--- src/rtl/core/pts_pkg.sv ---
// Shared types, codes and arithmetic helpers of the tone and scale sequencer.
package pts_pkg;

   localparam int FREQ_W  = 16;
   localparam int DUTY_W  = 16;
   localparam int PCT_W   = 7;
   localparam int DUR_W   = 32;
   localparam int NOTE_W  = 5;
   localparam int RES_W   = 5;
   localparam int PROD_W  = DUTY_W + PCT_W;

   // floor(x / 100) equals (x * DIV100_MUL) >> DIV100_SHIFT for every x below 2^23.
   localparam logic [23:0] DIV100_MUL   = 24'd10737419;
   localparam int          DIV100_SHIFT = 30;

   typedef enum logic [2:0] {
      OP_TICK  = 3'd0,
      OP_LOAD  = 3'd1,
      OP_DUTY  = 3'd2,
      OP_HALF  = 3'd3,
      OP_SCALE = 3'd4,
      OP_STOP  = 3'd5
   } opcode_type;

   typedef enum logic [1:0] {
      MODE_IDLE  = 2'd0,
      MODE_TONE  = 2'd1,
      MODE_SCALE = 2'd2
   } mode_type;

   typedef enum logic [1:0] {
      STAT_OK         = 2'd0,
      STAT_BUSY       = 2'd1,
      STAT_EMPTY      = 2'd2
   } status_type;

   // How the second stage forms the new frequency and duty settings.
   typedef enum logic [1:0] {
      FA_KEEP = 2'd0,
      FA_SET  = 2'd1,
      FA_MEM  = 2'd2
   } freq_act_type;

   typedef enum logic [1:0] {
      DA_KEEP = 2'd0,
      DA_SET  = 2'd1,
      DA_PCT  = 2'd2
   } duty_act_type;

   typedef struct packed {
      freq_act_type        freq_act;
      logic [FREQ_W-1:0]   freq_val;
      duty_act_type        duty_act;
      logic [DUTY_W-1:0]   duty_val;
      logic [PROD_W-1:0]   duty_prod;
      logic                busy;
      status_type          status;
      logic                finished;
      logic [3:0]          note_pos;
   } stage_type;

   function automatic logic [DUTY_W-1:0] full_scale(input logic [RES_W-1:0] bits);
      logic [RES_W-1:0] b;
      logic [DUTY_W:0]  p;
      b = bits;
      if (b < 5'd1) begin
         b = 5'd1;
      end
      if (b > 5'd16) begin
         b = 5'd16;
      end
      p = (DUTY_W+1)'(1) << b;
      return DUTY_W'(p - (DUTY_W+1)'(1));
   endfunction

   function automatic logic [DUTY_W-1:0] div100(input logic [PROD_W-1:0] x);
      logic [PROD_W+23:0] m;
      m = (PROD_W+24)'(x) * (PROD_W+24)'(DIV100_MUL);
      return DUTY_W'(m >> DIV100_SHIFT);
   endfunction

endpackage

--- src/rtl/core/pts_note_mem.sv ---
// Note table: single-port-write, registered-read synchronous memory.
module pts_note_mem #(
   parameter int MAX_NOTES = 16,
   parameter int IDX_W     = 4
) (
   input  logic                       clock,
   input  logic                       wr_en,
   input  logic [IDX_W-1:0]           wr_addr,
   input  logic [pts_pkg::FREQ_W-1:0] wr_data,
   input  logic                       rd_en,
   input  logic [IDX_W-1:0]           rd_addr,
   output logic [pts_pkg::FREQ_W-1:0] rd_data
);

   logic [pts_pkg::FREQ_W-1:0] mem [MAX_NOTES];
   logic [pts_pkg::FREQ_W-1:0] rd_data_ff;

   always_ff @(posedge clock) begin
      if (wr_en) begin
         mem[wr_addr] <= wr_data;
      end
      if (rd_en) begin
         rd_data_ff <= mem[rd_addr];
      end
   end

   assign rd_data = rd_data_ff;

endmodule

--- src/rtl/core/pts_ctrl.sv ---
// First stage: play state, timing, command decode and note table addressing.
module pts_ctrl #(
   parameter int MAX_NOTES = 16,
   parameter int IDX_W     = 4
) (
   input  logic                       clock,
   input  logic                       reset,
   input  logic                       csr_valid,
   output logic                       csr_ready,
   input  logic [pts_pkg::RES_W-1:0]  csr_data,
   input  logic                       accept,
   input  logic [2:0]                 req_opcode,
   input  logic [pts_pkg::FREQ_W-1:0] req_frequency,
   input  logic [pts_pkg::PCT_W-1:0]  req_duty_percent,
   input  logic [pts_pkg::DUR_W-1:0]  req_duration,
   input  logic [3:0]                 req_note_index,
   input  logic [4:0]                 req_note_count,
   input  logic                       req_direction_up,
   output logic                       mem_wr_en,
   output logic [IDX_W-1:0]           mem_wr_addr,
   output logic [pts_pkg::FREQ_W-1:0] mem_wr_data,
   output logic                       mem_rd_en,
   output logic [IDX_W-1:0]           mem_rd_addr,
   output pts_pkg::stage_type         stage_in
);

   localparam logic [8:0] MAX_N9 = 9'(MAX_NOTES);

   logic [pts_pkg::RES_W-1:0]  res_bits_ff;
   pts_pkg::mode_type          mode_ff, mode_in;
   logic [pts_pkg::DUR_W-1:0]  elapsed_ff, elapsed_in;
   logic [pts_pkg::DUR_W-1:0]  active_dur_ff, active_dur_in;
   logic [pts_pkg::NOTE_W-1:0] scale_len_ff, scale_len_in;
   logic [pts_pkg::NOTE_W-1:0] cur_note_ff, cur_note_in;
   logic                       scale_up_ff, scale_up_in;

   logic [pts_pkg::DUTY_W-1:0] mx;
   logic [pts_pkg::DUR_W-1:0]  elapsed_inc;
   logic [pts_pkg::NOTE_W-1:0] note_up;
   logic [pts_pkg::NOTE_W-1:0] note_dn;
   logic [pts_pkg::NOTE_W-1:0] count_cl;
   logic [pts_pkg::PCT_W-1:0]  pct_cl;
   logic                       busy;

   assign csr_ready   = 1'b1;
   assign mem_wr_addr = IDX_W'(req_note_index);
   assign mem_wr_data = req_frequency;
   assign mem_rd_en   = accept;

   always_comb begin
      mx          = pts_pkg::full_scale(res_bits_ff);
      busy        = (mode_ff != pts_pkg::MODE_IDLE);
      elapsed_inc = (elapsed_ff == {pts_pkg::DUR_W{1'b1}}) ? elapsed_ff
                                                           : elapsed_ff + 32'd1;
      note_up     = cur_note_ff + 5'd1;
      note_dn     = cur_note_ff - 5'd1;
      count_cl    = ({4'd0, req_note_count} > MAX_N9) ? 5'(MAX_NOTES) : req_note_count;
      pct_cl      = (req_duty_percent > 7'd100) ? 7'd100 : req_duty_percent;

      mode_in       = mode_ff;
      elapsed_in    = elapsed_ff;
      active_dur_in = active_dur_ff;
      scale_len_in  = scale_len_ff;
      cur_note_in   = cur_note_ff;
      scale_up_in   = scale_up_ff;
      mem_wr_en     = 1'b0;

      stage_in           = '0;
      stage_in.freq_act  = pts_pkg::FA_KEEP;
      stage_in.duty_act  = pts_pkg::DA_KEEP;
      stage_in.status    = pts_pkg::STAT_OK;
      stage_in.duty_prod = pts_pkg::PROD_W'(mx) * pts_pkg::PROD_W'(pct_cl);

      unique case (req_opcode)
         pts_pkg::OP_TICK: begin
            if (busy) begin
               elapsed_in = elapsed_inc;
               if (elapsed_inc >= active_dur_ff) begin
                  // Tone over, or the current scale note is over.
                  if (mode_ff == pts_pkg::MODE_SCALE &&
                      (scale_up_ff ? (note_up < scale_len_ff) : (cur_note_ff != 5'd0))) begin
                     cur_note_in       = scale_up_ff ? note_up : note_dn;
                     elapsed_in        = '0;
                     stage_in.freq_act = pts_pkg::FA_MEM;
                     stage_in.duty_act = pts_pkg::DA_SET;
                     stage_in.duty_val = mx >> 1;
                  end else begin
                     mode_in           = pts_pkg::MODE_IDLE;
                     elapsed_in        = '0;
                     stage_in.freq_act = pts_pkg::FA_SET;
                     stage_in.duty_act = pts_pkg::DA_SET;
                     stage_in.finished = 1'b1;
                  end
               end
            end
         end
         pts_pkg::OP_LOAD: begin
            mem_wr_en = accept && ({5'd0, req_note_index} < MAX_N9);
         end
         pts_pkg::OP_DUTY, pts_pkg::OP_HALF: begin
            if (busy) begin
               stage_in.status = pts_pkg::STAT_BUSY;
            end else begin
               mode_in           = pts_pkg::MODE_TONE;
               elapsed_in        = '0;
               active_dur_in     = req_duration;
               stage_in.freq_act = pts_pkg::FA_SET;
               stage_in.freq_val = req_frequency;
               if (req_opcode == pts_pkg::OP_DUTY) begin
                  stage_in.duty_act = pts_pkg::DA_PCT;
               end else begin
                  stage_in.duty_act = pts_pkg::DA_SET;
                  stage_in.duty_val = mx >> 1;
               end
            end
         end
         pts_pkg::OP_SCALE: begin
            if (busy) begin
               stage_in.status = pts_pkg::STAT_BUSY;
            end else if (req_note_count == 5'd0) begin
               stage_in.status = pts_pkg::STAT_EMPTY;
            end else begin
               mode_in           = pts_pkg::MODE_SCALE;
               elapsed_in        = '0;
               active_dur_in     = req_duration;
               scale_len_in      = count_cl;
               scale_up_in       = req_direction_up;
               cur_note_in       = req_direction_up ? 5'd0 : count_cl - 5'd1;
               stage_in.freq_act = pts_pkg::FA_MEM;
               stage_in.duty_act = pts_pkg::DA_SET;
               stage_in.duty_val = mx >> 1;
            end
         end
         pts_pkg::OP_STOP: begin
            mode_in           = pts_pkg::MODE_IDLE;
            elapsed_in        = '0;
            stage_in.freq_act = pts_pkg::FA_SET;
            stage_in.duty_act = pts_pkg::DA_SET;
         end
         default: begin
         end
      endcase

      mem_rd_addr       = IDX_W'(cur_note_in);
      stage_in.busy     = (mode_in != pts_pkg::MODE_IDLE);
      stage_in.note_pos = (mode_in == pts_pkg::MODE_SCALE) ? cur_note_in[3:0] : 4'd0;
   end

   always_ff @(posedge clock) begin
      if (reset) begin
         res_bits_ff   <= 5'd10;
         mode_ff       <= pts_pkg::MODE_IDLE;
         elapsed_ff    <= '0;
         active_dur_ff <= '0;
         scale_len_ff  <= '0;
         cur_note_ff   <= '0;
         scale_up_ff   <= 1'b1;
      end else begin
         if (csr_valid && csr_ready) begin
            res_bits_ff <= csr_data;
         end
         if (accept) begin
            mode_ff       <= mode_in;
            elapsed_ff    <= elapsed_in;
            active_dur_ff <= active_dur_in;
            scale_len_ff  <= scale_len_in;
            cur_note_ff   <= cur_note_in;
            scale_up_ff   <= scale_up_in;
         end
      end
   end

   a_idle_clears_time: assert property (@(posedge clock) disable iff (reset)
      mode_ff == pts_pkg::MODE_IDLE |-> elapsed_ff == '0)
      else $error("elapsed time not cleared while idle");

   a_note_in_scale: assert property (@(posedge clock) disable iff (reset)
      mode_ff == pts_pkg::MODE_SCALE |-> cur_note_ff < scale_len_ff)
      else $error("scale note outside scale length");

   a_table_write_in_range: assert property (@(posedge clock) disable iff (reset)
      accept && mem_wr_en |-> req_opcode == pts_pkg::OP_LOAD &&
                               {5'd0, req_note_index} < MAX_N9)
      else $error("note table written outside a load request");

endmodule

--- src/rtl/core/pts_out.sv ---
// Second stage: resolves frequency and duty settings and holds the response.
module pts_out (
   input  logic                       clock,
   input  logic                       reset,
   input  logic                       accept,
   input  pts_pkg::stage_type         stage_in,
   input  logic [pts_pkg::FREQ_W-1:0] mem_rd_data,
   output logic                       req_ready,
   output logic                       rsp_valid,
   input  logic                       rsp_ready,
   output logic [15:0]                rsp_frequency_out,
   output logic [15:0]                rsp_duty_out,
   output logic                       rsp_busy_res,
   output logic [1:0]                 rsp_status,
   output logic                       rsp_finished,
   output logic [3:0]                 rsp_note_position
);

   logic                       valid_ff;
   pts_pkg::stage_type         stage_ff;
   logic [pts_pkg::FREQ_W-1:0] freq_ff;
   logic [pts_pkg::DUTY_W-1:0] duty_ff;
   logic [pts_pkg::FREQ_W-1:0] freq_now;
   logic [pts_pkg::DUTY_W-1:0] duty_now;

   assign req_ready = !valid_ff || rsp_ready;
   assign rsp_valid = valid_ff;

   always_comb begin
      unique case (stage_ff.freq_act)
         pts_pkg::FA_SET: freq_now = stage_ff.freq_val;
         pts_pkg::FA_MEM: freq_now = mem_rd_data;
         default:         freq_now = freq_ff;
      endcase
      unique case (stage_ff.duty_act)
         pts_pkg::DA_SET: duty_now = stage_ff.duty_val;
         pts_pkg::DA_PCT: duty_now = pts_pkg::div100(stage_ff.duty_prod);
         default:         duty_now = duty_ff;
      endcase
   end

   assign rsp_frequency_out = freq_now;
   assign rsp_duty_out      = duty_now;
   assign rsp_busy_res      = stage_ff.busy;
   assign rsp_status        = stage_ff.status;
   assign rsp_finished      = stage_ff.finished;
   assign rsp_note_position = stage_ff.note_pos;

   // The held settings follow each response once it has been taken, so the next
   // request in this stage resolves against them.
   always_ff @(posedge clock) begin
      if (reset) begin
         valid_ff <= 1'b0;
         freq_ff  <= '0;
         duty_ff  <= '0;
      end else begin
         if (valid_ff && rsp_ready) begin
            freq_ff <= freq_now;
            duty_ff <= duty_now;
         end
         if (accept) begin
            valid_ff <= 1'b1;
         end else if (rsp_ready) begin
            valid_ff <= 1'b0;
         end
      end
   end

   always_ff @(posedge clock) begin
      if (accept) begin
         stage_ff <= stage_in;
      end
   end

   a_finish_goes_idle: assert property (@(posedge clock) disable iff (reset)
      valid_ff && stage_ff.finished |-> !stage_ff.busy && stage_ff.status == pts_pkg::STAT_OK)
      else $error("finished response still busy or rejected");

   a_silent_when_finished: assert property (@(posedge clock) disable iff (reset)
      valid_ff && stage_ff.finished |-> rsp_frequency_out == '0 && rsp_duty_out == '0)
      else $error("output not silent after the end of play");

endmodule

--- src/rtl/core/pwm_tone_and_scale_sequencer.sv ---
// Top level of the buzzer tone and scale sequencer.
// Takes one request of any kind per cycle while responses are taken. Each response is
// presented in the cycle after its request is accepted: the first stage updates the
// play state and reads the note table, the second stage picks up the registered table
// word and divides the duty product by one hundred. A waiting response holds the
// request side only while it is not taken. The user must write duty resolution through
// the csr port only while no request is in flight; the block does not enforce it.
module pwm_tone_and_scale_sequencer #(
   parameter int MAX_NOTES = 16
) (
   input  logic        clock,
   input  logic        reset,
   input  logic        csr_valid,
   output logic        csr_ready,
   input  logic [4:0]  csr_data,
   input  logic        req_valid,
   output logic        req_ready,
   input  logic [2:0]  req_opcode,
   input  logic [15:0] req_frequency,
   input  logic [6:0]  req_duty_percent,
   input  logic [31:0] req_duration,
   input  logic [3:0]  req_note_index,
   input  logic [4:0]  req_note_count,
   input  logic        req_direction_up,
   output logic        rsp_valid,
   input  logic        rsp_ready,
   output logic [15:0] rsp_frequency_out,
   output logic [15:0] rsp_duty_out,
   output logic        rsp_busy_res,
   output logic [1:0]  rsp_status,
   output logic        rsp_finished,
   output logic [3:0]  rsp_note_position
);

   localparam int IDX_W = (MAX_NOTES > 1) ? $clog2(MAX_NOTES) : 1;

   logic                       accept;
   logic                       mem_wr_en;
   logic [IDX_W-1:0]           mem_wr_addr;
   logic [pts_pkg::FREQ_W-1:0] mem_wr_data;
   logic                       mem_rd_en;
   logic [IDX_W-1:0]           mem_rd_addr;
   logic [pts_pkg::FREQ_W-1:0] mem_rd_data;
   pts_pkg::stage_type         stage_in;

   assign accept = req_valid && req_ready;

   pts_ctrl #(
      .MAX_NOTES (MAX_NOTES),
      .IDX_W     (IDX_W)
   ) u_ctrl (
      .clock            (clock),
      .reset            (reset),
      .csr_valid        (csr_valid),
      .csr_ready        (csr_ready),
      .csr_data         (csr_data),
      .accept           (accept),
      .req_opcode       (req_opcode),
      .req_frequency    (req_frequency),
      .req_duty_percent (req_duty_percent),
      .req_duration     (req_duration),
      .req_note_index   (req_note_index),
      .req_note_count   (req_note_count),
      .req_direction_up (req_direction_up),
      .mem_wr_en        (mem_wr_en),
      .mem_wr_addr      (mem_wr_addr),
      .mem_wr_data      (mem_wr_data),
      .mem_rd_en        (mem_rd_en),
      .mem_rd_addr      (mem_rd_addr),
      .stage_in         (stage_in)
   );

   pts_note_mem #(
      .MAX_NOTES (MAX_NOTES),
      .IDX_W     (IDX_W)
   ) u_note_mem (
      .clock   (clock),
      .wr_en   (mem_wr_en),
      .wr_addr (mem_wr_addr),
      .wr_data (mem_wr_data),
      .rd_en   (mem_rd_en),
      .rd_addr (mem_rd_addr),
      .rd_data (mem_rd_data)
   );

   pts_out u_out (
      .clock             (clock),
      .reset             (reset),
      .accept            (accept),
      .stage_in          (stage_in),
      .mem_rd_data       (mem_rd_data),
      .req_ready         (req_ready),
      .rsp_valid         (rsp_valid),
      .rsp_ready         (rsp_ready),
      .rsp_frequency_out (rsp_frequency_out),
      .rsp_duty_out      (rsp_duty_out),
      .rsp_busy_res      (rsp_busy_res),
      .rsp_status        (rsp_status),
      .rsp_finished      (rsp_finished),
      .rsp_note_position (rsp_note_position)
   );

endmodule

--- config.mk ---
export PLATFORM = sky130hd
export DESIGN_NAME = pwm_tone_and_scale_sequencer
export DESIGN_NICKNAME = d
export VERILOG_FILES = /design/src/rtl/core/pts_pkg.sv /design/src/rtl/core/pts_note_mem.sv /design/src/rtl/core/pts_ctrl.sv /design/src/rtl/core/pts_out.sv /design/src/rtl/core/pwm_tone_and_scale_sequencer.sv
export SDC_FILE = /design/constraint.sdc
export NUM_CORES = 2
export LEC_CHECK = 0
export ABC_AREA = 1
export BUFFER_PORTS_ARGS = -buffer_cell sky130_fd_sc_hd__buf_2
export CAP_MARGIN = 20
export CORE_MARGIN = 3
export CORE_UTILIZATION = 64
export DETAILED_ROUTE_END_ITERATION = 10
export PLACE_DENSITY = 0.86
export SYNTH_ARGS = -nofsm -noshare
export SYNTH_HDL_FRONTEND = slang
export SYNTH_SLANG_ARGS = --single-unit
--- constraint.sdc ---
create_clock -name clock -period 8.5 [get_ports clock]
set_input_delay 1.7 -clock clock [delete_from_list [all_inputs] [get_ports clock]]
set_output_delay 1.7 -clock clock [all_outputs]
set_load 0.005 [all_outputs]
==> reports/metrics.csv <==
stage,metric,value,unit
synth,synth-seq-area-share,36.08,%
final_layout,nFillCells,3715,
global_route,use_met1,42.97,%
outcome,status,"finished, final reports clean",
global_route,grt_pass1_wl,146.5,mm
die,fp-row-count,84,
final_layout,drive_gt1_share,11.74,%
global_route,met2_usage,54.02,%
timing,rsz0062_at_grt,yes,
drt,vias,28007,
global_route,grt_pass1_vias,27327,
final_layout,regArea,12450,um2
drt,drt_first_pass_iters,6,
worst_setup_path,cp.arrival,6.74,ns
clocking,clk_latency,0.62,ns
placement,place_congestion,1.021,
timing,slew_headroom,20.06,%
die,ios,121,
clocking,clock_path_buffers,3,
clocking,clockRootBuffer,clkbuf_16,
drt,vias_per_cell,5.891,
timing,worst_pin_slew,1.198,ns
global_route,use_met3,6.322,%
synth,synth_edf_count,338,
global_route,antenna_found_initial,4,
drt,drt-initial-drc-count,3361,
drt,routed_wl,96.37,mm
timing,drv_slew,0,
timing,final_hold_viol_count,0,
synth,ys_seq_elements,453,
clocking,clk_pin_slew,0.06,ns
die,core,52970,um2
timing,finClkSkew,0.03638,ns
synth,synth.most_common_cell,inv_1,
clocking,numClockSinks,453,
worst_setup_path,worst-path-max-fanout,4,
worst_setup_path,crit_required,6.80,ns
timing,finalCritPeriodShare,99.29,%
clocking,htree_levels,2,
final_layout,area_delta_synth_final,11.42,%
global_route,grt_overflow,0,
synth,synthFlopType,edfxtp_1,
synth,yosys.area.top_type,edfxtp_1,
timing,setup_viol,0,
die,fp.dieArea,56750,um2
synth,ys_warn_count,0,
worst_setup_path,crit_path_end_kind,output port,
drt,final_antenna_net_count,0,
final_layout,fin_nets,4688,
clocking,cts_buffers,48,
timing,fin_crit,8.440,ns
timing,holdWs,0.4629,ns
clocking,cts_tree,built,
worst_setup_path,crit_path_start_kind,flop,
synth,synth_top_area_share,29.41,%
synth,synth_area,34520,um2
placement,dpl.hpwl,67.83,mm
placement,place.port_buffers,119,
drt,drc,0,
run,max_cap_viol_count,0,
min_path,holdCritPathClass,flop to flop,
worst_setup_path,critical_path_class,flop to output port,
global_route,grt.busiest_layer,met2,
global_route,grt_max_degree,78,
global_route,grt_usage,33.20,%
clocking,cts_hold_buf,0,
die,start_util,65.16,%
synth,yosys-top-cells-count,"791 x inv_1, 589 x nand2_1, 350 x nand3_1",
timing,fin_setup_tns,0,ns
drt,avgRoutedWirePerCell,20.27,um
final_layout,multi_input_area,19170,um2
synth,synth_cells,3892,
synth,ys_async_sr_fraction,0,%
die,die_h,238.2,um
synth,synthTopCellsByArea,"edfxtp_1 29%, fa_1 15%, ha_1 12%, inv_1 8.6%, dfxtp_1 6.7%",
timing,fmax,0.1185,GHz
synth,synth.avg_cell_area,8.868,um2
synth,ys_types,53,
die,die_x,238.2,um
## cell type report
cell class	instances	share of cell area, %
Antenna cell	2	0.01301
Clock inverter	22	0.5889
Inverter	805	7.871
Multi-Input combinational cell	2511	49.86
Tap cell	688	2.238
Sequential cell	453	32.38
Timing Repair Buffer	205	3.459
Clock buffer	68	3.589
## path summary, 6_finish.rpt
| kind | startpoint | end | slack [ns] | depth (start not counted) |
|---|---|---|---|---|
| worst max-delay path | u_out.stage_ff[10] | rsp_duty_out[6] | 0.06 | 22 |
| worst min-delay path | u_out.freq_ff[13] | u_out.freq_ff[13] | 0.46 | 2 |
| worst max register to register | u_ctrl.res_bits_ff[4] | u_out.stage_ff[28] | 1.22 | 29 |
| worst min register to register | u_out.freq_ff[13] | u_out.freq_ff[13] | 0.46 | 2 |
## cell usage in the layout, fill, tap and decap left out, types with 48 or more instances in the layout
cell type and n:
inv_1 783, nand2_1 574, nand3_1 346, edfxtp_1 338, ha_1 300, nor2_1 287
fa_1 250, a21oi_1 189, buf_2 119, dfxtp_1 115, o21ai_0 111, buf_4 75
clkbuf_16 50, nor2_2 48
## logic make-up after synthesis
kind of cell,Yosys count,share of synthesized area [%]
other,1,0.01086
XOR/XNOR,54,1.370
AND/OR/NAND/NOR,1410,17.66
AO/OA/AOI/OAI,459,7.344
adder cells (fa/ha/maj),586,26.98
flip-flops,453,36.08
buffers and inverters,929,10.55
## flip-flops by register name, indices dropped and copies added (netlist names)
signal	flops
u_ctrl.elapsed_ff	32
u_note_mem.mem	256
u_out.rsp_busy_res	1
u_out.freq_ff	16
u_out.rsp_valid	1
u_ctrl.res_bits_ff	5
u_ctrl.scale_up_ff	1
u_ctrl.active_dur_ff	32
u_ctrl.cur_note_ff	5
u_out.rsp_note_position	4
u_out.stage_ff	58
u_out.duty_ff	16
u_ctrl.scale_len_ff	5
u_out.rsp_finished	1
u_ctrl.mode_ff	2
u_out.rsp_status	2
u_note_mem.rd_data	16
## per-layer routing
metal | routed length, um | vias up | part of all wire, %
li1 | - | 12827 | -
met1 | 35830 | 13180 | 37
met2 | 45390 | 1679 | 47
met3 | 9792 | 317 | 10
met4 | 5327 | 4 | 5.5
met5 | 25 | - | 0.026
## what timing repair did
action | CTS | global route
gates cloned | 0 | 0
pin swaps | 8 | 64
gates resized for setup | 32 | 171
endpoints found under the setup margin | 16 | 16
setup buffers | 15 | 29
endpoints found under the hold margin | 0 | 0
## critical path, cell delays in order, from the launching register on
cell and delay [ns]:
edfxtp_1 0.47, fa_2 0.53, fa_1 0.54, inv_1 0.05
fa_1 0.46, fa_1 0.52, inv_1 0.05, fa_1 0.50
fa_1 0.45, fa_1 0.51, ha_1 0.38, nand2_1 0.16
nor2_1 0.24, nand2_1 0.14, o21ai_0 0.24, nand2_1 0.09
o211ai_1 0.10, buf_4 0.17, nor2_1 0.05, o21ai_2 0.14
o21ai_2 0.10, inv_1 0.09, buf_2 0.11
## stage by stage
stage	cell area (um2)	worst slack [ns]	std cells	util (%)
after floorplan	34520	0.9619	3893	-
after global placement	35680	0.3926	4609	67.35
after detailed placement	35730	0.3369	4612	67.46
after CTS	37550	-0.02410	4717	70.88
after global routing	38460	-0.1824	4754	72.60
final	38460	0.06048	4754	72.60
Power is left out: the tool's default activity adds up to more than one toggle a clock period on the data nets, which glitch-free logic cannot reach.
